**config.mk**
```make
export PLATFORM = sky130hd
export DESIGN_NAME = dspg_ctrl
export DESIGN_NICKNAME = d
export VERILOG_FILES = /design/src/damped_sine_pulse_generator_core_defines.svh /design/src/dspg_pkg.sv /design/src/dspg_ctrl.sv
export SDC_FILE = /design/constraint.sdc
export NUM_CORES = 1
export LEC_CHECK = 0
export BUFFER_PORTS_ARGS = -buffer_cell sky130_fd_sc_hd__buf_2
export CAP_MARGIN = 30
export CORE_UTILIZATION = 44
export CTS_CLUSTER_SIZE = 24
export DETAILED_ROUTE_END_ITERATION = 8
export PLACE_DENSITY_LB_ADDON = 0.05
export SLEW_MARGIN = 20
export SYNTH_ARGS = -nofsm -noshare
export SYNTH_HDL_FRONTEND = slang
export SYNTH_SLANG_ARGS = --single-unit
```
**constraint.sdc**
```tcl
create_clock -name clk_i -period 1.5 [get_ports clk_i]
set_clock_uncertainty 0.2 [all_clocks]
set_input_delay 0.15 -clock clk_i [delete_from_list [all_inputs] [get_ports clk_i]]
set_output_delay 0.15 -clock clk_i [all_outputs]
set_load 0.1 [all_outputs]
```
**src/damped_sine_pulse_generator_core_defines.svh**
```systemverilog
// Assertion macros for the damped sine pulse generator core
`ifndef DAMPED_SINE_PULSE_GENERATOR_CORE_DEFINES_SVH
`define DAMPED_SINE_PULSE_GENERATOR_CORE_DEFINES_SVH

// same-cycle implication, checked outside reset
`define DSPG_ASSERT_IMP(label, ante, cons) \
  label: assert property (@(posedge clk_i) disable iff (!rst_ni) (ante) |-> (cons)) \
    else $error("same-cycle check failed");

// next-cycle implication, checked outside reset
`define DSPG_ASSERT_NXT(label, ante, cons) \
  label: assert property (@(posedge clk_i) disable iff (!rst_ni) (ante) |=> (cons)) \
    else $error("next-cycle check failed");

`endif

```
**src/dspg_pkg.sv**
```systemverilog
// Shared types and constants of the damped sine pulse generator
package dspg_pkg;

  localparam int unsigned TIME_W   = 16;
  localparam int unsigned PEAK_W   = 22;
  localparam int unsigned RATE_W   = 24;
  localparam int unsigned LEN_W    = 16;
  localparam int unsigned STEP_W   = 32;
  localparam int unsigned SPAN_W   = 20;
  localparam int unsigned OFS_W    = 21;
  localparam int unsigned NOISE_W  = 22;
  localparam int unsigned SAMPLE_W = 24;
  localparam int unsigned CFG_W    = 32;
  localparam int unsigned CFG_IDX_W = 3;

  localparam logic [CFG_IDX_W-1:0] CFG_PEAK   = 3'd0;
  localparam logic [CFG_IDX_W-1:0] CFG_RISE   = 3'd1;
  localparam logic [CFG_IDX_W-1:0] CFG_FALL   = 3'd2;
  localparam logic [CFG_IDX_W-1:0] CFG_DRIVE  = 3'd3;
  localparam logic [CFG_IDX_W-1:0] CFG_DELAY  = 3'd4;
  localparam logic [CFG_IDX_W-1:0] CFG_STEP   = 3'd5;
  localparam logic [CFG_IDX_W-1:0] CFG_SPAN   = 3'd6;
  localparam logic [CFG_IDX_W-1:0] CFG_OFFSET = 3'd7;

  typedef enum logic [1:0] {
    RD_SELF = 2'd0,
    RD_NEXT = 2'd1,
    RD_FAR  = 2'd2
  } rd_sel_e;

  typedef struct packed {
    logic    accept;
    logic    init_en;
    logic    rd_en;
    rd_sel_e rd_sel;
    logic    cap_a;
    logic    cap_b;
    logic    twist_wr;
    logic    out_load;
  } cmd_t;

  typedef struct packed {
    logic init_done;
  } status_t;

endpackage

```
**src/dspg_ctrl.sv**
```systemverilog
// Sequencer of the damped sine pulse generator: init pass, item steps, output handshake
module dspg_ctrl (
  input  logic              clk_i,
  input  logic              rst_ni,
  input  logic              in_valid_i,
  output logic              in_ready_o,
  input  logic              out_ready_i,
  output logic              out_valid_o,
  output dspg_pkg::cmd_t    cmd_o,
  input  dspg_pkg::status_t status_i
);

  typedef enum logic [7:0] {
    ST_INIT = 8'b0000_0001,
    ST_IDLE = 8'b0000_0010,
    ST_S1   = 8'b0000_0100,
    ST_S2   = 8'b0000_1000,
    ST_S3   = 8'b0001_0000,
    ST_S4   = 8'b0010_0000,
    ST_S5   = 8'b0100_0000,
    ST_S6   = 8'b1000_0000
  } state_e;

  state_e state_q, state_d;
  logic   out_valid_q, out_valid_d;

  always_comb begin
    state_d         = state_q;
    in_ready_o      = 1'b0;
    cmd_o.accept    = 1'b0;
    cmd_o.init_en   = 1'b0;
    cmd_o.rd_en     = 1'b0;
    cmd_o.rd_sel    = dspg_pkg::RD_SELF;
    cmd_o.cap_a     = 1'b0;
    cmd_o.cap_b     = 1'b0;
    cmd_o.twist_wr  = 1'b0;
    cmd_o.out_load  = 1'b0;
    case (state_q)
      ST_INIT: begin
        cmd_o.init_en = 1'b1;
        if (status_i.init_done) begin
          state_d = ST_IDLE;
        end
      end
      ST_IDLE: begin
        in_ready_o = 1'b1;
        if (in_valid_i) begin
          cmd_o.accept = 1'b1;
          state_d      = ST_S1;
        end
      end
      ST_S1: begin
        cmd_o.rd_en  = 1'b1;
        cmd_o.rd_sel = dspg_pkg::RD_SELF;
        state_d      = ST_S2;
      end
      ST_S2: begin
        cmd_o.rd_en  = 1'b1;
        cmd_o.rd_sel = dspg_pkg::RD_NEXT;
        cmd_o.cap_a  = 1'b1;
        state_d      = ST_S3;
      end
      ST_S3: begin
        cmd_o.rd_en  = 1'b1;
        cmd_o.rd_sel = dspg_pkg::RD_FAR;
        cmd_o.cap_b  = 1'b1;
        state_d      = ST_S4;
      end
      ST_S4: begin
        cmd_o.twist_wr = 1'b1;
        state_d        = ST_S5;
      end
      ST_S5: begin
        state_d = ST_S6;
      end
      ST_S6: begin
        if (!out_valid_q || out_ready_i) begin
          cmd_o.out_load = 1'b1;
          state_d        = ST_IDLE;
        end
      end
      default: begin
        state_d = ST_INIT;
      end
    endcase
  end

  always_comb begin
    out_valid_d = out_valid_q;
    if (cmd_o.out_load) begin
      out_valid_d = 1'b1;
    end else if (out_ready_i) begin
      out_valid_d = 1'b0;
    end
  end

  always_ff @(posedge clk_i or negedge rst_ni) begin
    if (!rst_ni) begin
      state_q     <= ST_INIT;
      out_valid_q <= 1'b0;
    end else begin
      state_q     <= state_d;
      out_valid_q <= out_valid_d;
    end
  end

  assign out_valid_o = out_valid_q;

endmodule

```
==> Implementation_results.wiki, run 1 <==
{| class="wikitable"
! Metric !! Value
|-
| Placed insts || 101
|-
| Nets in the synthesized netlist || 67
|-
| Main synth FF type || sky130_fd_sc_hd__dfrtp_1
|-
| Stopped at || clock tree synthesis (4_1_cts)
|-
| Yosys warning total || 0
|-
| Number of cells produced by synthesis || 62
|-
| Post-synthesis instance area || 584 sq um
|-
| Boundary Pins || 16
|-
| Number of synthesized register bits || 9
|-
| Overall die width || 38.4 um
|-
| Count of instances resized after the clock tree is built || 16
|-
| Root Driver || sky130_fd_sc_hd__clkbuf_4
|-
| Maximum buffer depth of the clock tree || 2
|-
| CTS buffer count || 3
|-
| List of most frequent post-synthesis cells || sky130_fd_sc_hd__dfrtp_1, sky130_fd_sc_hd__nor4b_1, sky130_fd_sc_hd__nor2_1, sky130_fd_sc_hd__buf_4, sky130_fd_sc_hd__nand2_1
|-
| Async set-or-reset flop fraction in the synthesized netlist || 1.00
|-
| Status || aborted with a tool error
|-
| Sequential-to-total area share from yosys stat || 0.388
|-
| Mean instance size in the synthesized netlist || 9.42 sq um
|-
| Cell taking the most area after synthesis || sky130_fd_sc_hd__dfrtp_1
|-
| H-tree depth reported by CTS || 1
|-
| Number of synthesized flops with an enable pin || 0
|-
| HPWL after detailed placement || 1.22 mm
|-
| Effective utilization at floorplan || 0.499
|-
| Routability congestion estimate || 0.821
|-
| Top cells by area, synth || sky130_fd_sc_hd__dfrtp_1, sky130_fd_sc_hd__nor4b_1, sky130_fd_sc_hd__buf_4
|-
| Hold Buf Count CTS || 4
|-
| Area share of the leading cell type in the synthesized netlist || 0.343
|-
| Height of the die || 38.4 um
|-
| Count of unique library cells instantiated by Yosys || 27
|-
| Standard-cell rows || 12
|-
| Number of clock sinks seen by CTS || 9
|-
| Number of buffers added for setup after CTS || 5
|-
| Error that ended the run || [ERROR DPL-0033] detailed placement checks failed during check placement.
|-
| Post-placement worst setup slack || -0.247 ns
|-
| Count of input and output buffers || 15
|-
| Leading cell type by number of instances after synthesis || sky130_fd_sc_hd__dfrtp_1
|}
[through the flow]
step                 util  hold WS (ns)  cell area (sq um)
floorplan               -        -0.346                669
global placement    0.837        -0.191                980
detailed placement  0.837        -0.183                980
[cell families after synthesis]
kind of cell | share of synthesized area
flip-flops | 0.388
AO/OA/AOI/OAI | 0.107
XOR/XNOR | 0.0450
AND/OR/NAND/NOR | 0.379
buffers and inverters | 0.0814
==> run 2: changes to the inputs <==
--- a/config.mk
+++ b/config.mk
@@ -7,10 +7,10 @@
 export LEC_CHECK = 0
 export BUFFER_PORTS_ARGS = -buffer_cell sky130_fd_sc_hd__buf_2
 export CAP_MARGIN = 30
-export CORE_UTILIZATION = 44
-export CTS_CLUSTER_SIZE = 24
+export CORE_AREA = 2 2 63 65
 export DETAILED_ROUTE_END_ITERATION = 8
-export PLACE_DENSITY_LB_ADDON = 0.05
+export DIE_AREA = 0 0 65 67
+export PLACE_DENSITY_LB_ADDON = 0.15
 export SLEW_MARGIN = 20
 export SYNTH_ARGS = -nofsm -noshare
 export SYNTH_HDL_FRONTEND = slang
==> constraint.sdc (replaced) <==
create_clock -name clk_i -period 2 [get_ports clk_i]
set_clock_uncertainty 0.2 [all_clocks]
set_input_delay 0.2 -clock clk_i [delete_from_list [all_inputs] [get_ports clk_i]]
set_output_delay 0.2 -clock clk_i [all_outputs]
set_load 0.1 [all_outputs]
==> run 2 against run 1 <==
  * The run now ends clean
  * Synthesized area unchanged
  * Synthesized cell count unchanged
==> Implementation_results.wiki, run 2 <==
{| class="wikitable"
! Metric !! Value
|-
| Cells on worst reg2reg path || 6
|-
| CTS buffer count || 3
|-
| Yosys warning total || 0
|-
| Register with the highest flop count || state_q
|-
| CTS tree || built
|-
| DRC || 0
|-
| Routability congestion estimate || 0.738
|-
| Global route overflow || 0
|-
| FF+latch area || 230 sq um
|-
| Number of antenna repair diodes || 0
|-
| Remaining max-slew budget at the tightest pin || 0.680
|-
| Leakage power of the design || 0.491 nW
|-
| Number of cells produced by synthesis || 62
|-
| Boundary Pins || 16
|-
| Clock latency at the later pin of the worst-skew pair || 0.23 ns
|-
| Root Driver || sky130_fd_sc_hd__clkbuf_8
|-
| Setup CP Type || flip-flop to output pin
|-
| Core Region || 3610 sq um
|-
| Standard-cell rows || 22
|-
| First-pass GRT wire length || 2.37 mm
|-
| Maximum buffer depth of the clock tree || 2
|-
| Data required time of the worst path || 1.60 ns
|-
| Number of clock sinks seen by CTS || 9
|-
| Top library cells by usage in the layout, fill and taps aside || sky130_fd_sc_hd__buf_4, sky130_fd_sc_hd__buf_12, sky130_fd_sc_hd__buf_2, sky130_fd_sc_hd__dfrtp_1, sky130_fd_sc_hd__nor4b_1
|-
| Count of placed standard cells in the final layout, fillers left out || 148
|-
| Final Core Density || 0.323
|-
| Number of maximum-capacitance constraint violations || 0
|-
| Max Fclk || 0.501 GHz
|-
| Mean instance size in the synthesized netlist || 9.42 sq um
|-
| List of most frequent post-synthesis cells || sky130_fd_sc_hd__dfrtp_1, sky130_fd_sc_hd__nor4b_1, sky130_fd_sc_hd__nor2_1, sky130_fd_sc_hd__buf_4, sky130_fd_sc_hd__nand2_1
|-
| Fin crit period || 2.00 ns
|-
| Max reg flops || 8
|-
| Leading cell type by number of instances after synthesis || sky130_fd_sc_hd__dfrtp_1
|-
| Max IR drop VDD || 0.274 mV
|-
| Endpoint of the lowest-slack register-to-register path || state_q[0]$_DFFE_PN1P_
|-
| Number of filler instances in the final layout || 368
|-
| Drt wl/cell || 10.0 um
|-
| Synthesis-to-finish area growth || 99.4%
|-
| Combined global-route utilization of all metal layers || 0.0722
|-
| Count of unique library cells instantiated by Yosys || 27
|-
| Multi-input gate area in the final layout || 393 sq um
|-
| Clock-pin slew on the worst setup and hold paths || 0.04 ns
|-
| Effective utilization at floorplan || 0.162
|-
| Worst setup path endpoint || cmd_o[1]
|-
| Most common cell after layout, fill and taps aside || sky130_fd_sc_hd__buf_4
|-
| CP startpoint kind || flip-flop
|-
| Sequential-to-total area share from yosys stat || 0.388
|-
| RSZ-0062 raised after global routing || true
|-
| Reg-to-reg slack, setup || 0.30 ns
|-
| Number of antenna-violating nets in the routed design || 0
|-
| Nets in the synthesized netlist || 67
|-
| Proportion of layout cells with a drive suffix above 1 || 0.610
|-
| Cell taking the most area after synthesis || sky130_fd_sc_hd__dfrtp_1
|-
| Via total after detailed routing || 586
|-
| Slew at the pin closest to its max-slew limit || 0.484 ns
|-
| Endpoint kind of the worst setup timing path || output pin
|-
| Area share of the leading cell type in the synthesized netlist || 0.343
|-
| Data arrival, critical path || 1.60 ns
|-
| H-tree depth reported by CTS || 1
|-
| Ratio of final minimum period to clock period || 0.998
|-
| Number of synthesized register bits || 9
|-
| Final-report hold violation count || 0
|-
| Max Slew Vio Count || 0
|-
| Height of the die || 67 um
|-
| Placed insts || 128
|-
| Start of the worst register-to-register path || state_q[3]$_DFFE_PN0P_
|-
| Die footprint || 4360 sq um
|-
| Async set-or-reset flop fraction in the synthesized netlist || 1.00
|-
| Number of synthesized flops with an enable pin || 0
|-
| Post-synthesis instance area || 584 sq um
|-
| Power density normalized to cell area || 1030 nW/um^2
|-
| Maximum number of pins on one net before global-route repair || 10
|-
| Vias in the first global route || 558
|-
| Status || finished, final reports clean
|-
| Path type of the worst min-delay path || input pin to flip-flop
|-
| Count of input and output buffers || 15
|-
| Launching element of the worst setup path || state_q[3]$_DFFE_PN0P_
|-
| Top cells by area, synth || sky130_fd_sc_hd__dfrtp_1, sky130_fd_sc_hd__nor4b_1, sky130_fd_sc_hd__buf_4
|-
| Maximum fanout along the worst path || 4
|-
| Main synth FF type || sky130_fd_sc_hd__dfrtp_1
|-
| Overall die width || 65 um
|-
| HPWL after detailed placement || 1.09 mm
|-
| Total Wirelength || 1.48 mm
|-
| Antenna violations before repair || 0
|-
| Final setup violation count || 0
|-
| Nets || 106
|-
| Detailed-route vias per instance || 3.96
|-
| Detailed router's first-iteration violation count || 6
|-
| First-pass DRT Iterations || 4
|}
[run 2: power breakdown]
part           internal (mW)  switching (mW)
Clock                  0.139          0.0689
Combinational          0.328           0.420
Sequential             0.214          0.0279
Total                  0.681           0.517
[run 2: cell families (layout without fill, tap and decap cells)]
group / count (synthesis) / count (layout) / synth area share
AO/OA/AOI/OAI: 9 / 9 / 0.107
XOR/XNOR: 3 / 3 / 0.0450
buffers and inverters: 8 / 46 / 0.0814
flip-flops: 9 / 9 / 0.388
AND/OR/NAND/NOR: 33 / 33 / 0.379
[run 2: how the worst min path moves through the flow]
stage / startpoint / end / slack, ns / cells past startpoint
after floorplan: rst_ni / out_valid_o$_DFFE_PN0P_ / -0.30 / 0
after global placement: rst_ni / state_q[7]$_DFFE_PN0P_ / -0.13 / 1
after detailed placement: rst_ni / state_q[6]$_DFFE_PN0P_ / -0.13 / 1
after CTS: in_valid_i / state_q[2]$_DFFE_PN0P_ / 0.03 / 2
after global routing: in_valid_i / state_q[2]$_DFFE_PN0P_ / 0.04 / 2
final: in_valid_i / state_q[2]$_DFFE_PN0P_ / 0.03 / 2
[run 2: cell type report]
class	count	share of cell area
Multi-Input combinational cell	45	0.337
Inverter	2	0.00967
Clock buffer	4	0.0387
Sequential cell	9	0.198
Tap cell	48	0.0516
Timing Repair Buffer	40	0.365
[run 2: repair_timing]
action / in CTS / in global routing
hold endpoints to repair: 10 / 0
hold buffers: 2 / 0
resized for setup: 6 / 8
endpoints found under the setup margin: 8 / 10
setup buffers: 10 / 4
pin swaps: 6 / 6
[run 2: worst max-delay path, cell delays in order (launching register included)]
cell	delay [ns]
sky130_fd_sc_hd__dfrtp_2	0.41
sky130_fd_sc_hd__nor4_4	0.38
sky130_fd_sc_hd__nand2_2	0.13
sky130_fd_sc_hd__nor3b_4	0.24
sky130_fd_sc_hd__buf_12	0.21
[run 2: per-layer routing]
metal  wire length (um)  track usage  share of wire
met1                611       0.0775           0.41
met2                801        0.128           0.54
met3                 46       0.0253          0.031
met4                 25       0.0319          0.017
met5                  0            0              0
[run 2: through the flow]
step	instance area, sq um	setup TNS [ns]	worst slack, ns	power, mW	hold slack (ns)
2_1_floorplan	639	-1.36	-0.437	0.656	-0.296
3_3_place_gp	952	0	0.133	0.860	-0.134
3_5_place_dp	952	0	0.132	0.857	-0.133
4_1_cts	1110	-0.0893	-0.0317	1.16	0.0318
5_1_grt	1160	-0.311	-0.0744	1.26	0.0362
6_report	1160	0	0.00411	1.20	0.0306
Power figures use the tool's default switching activity.
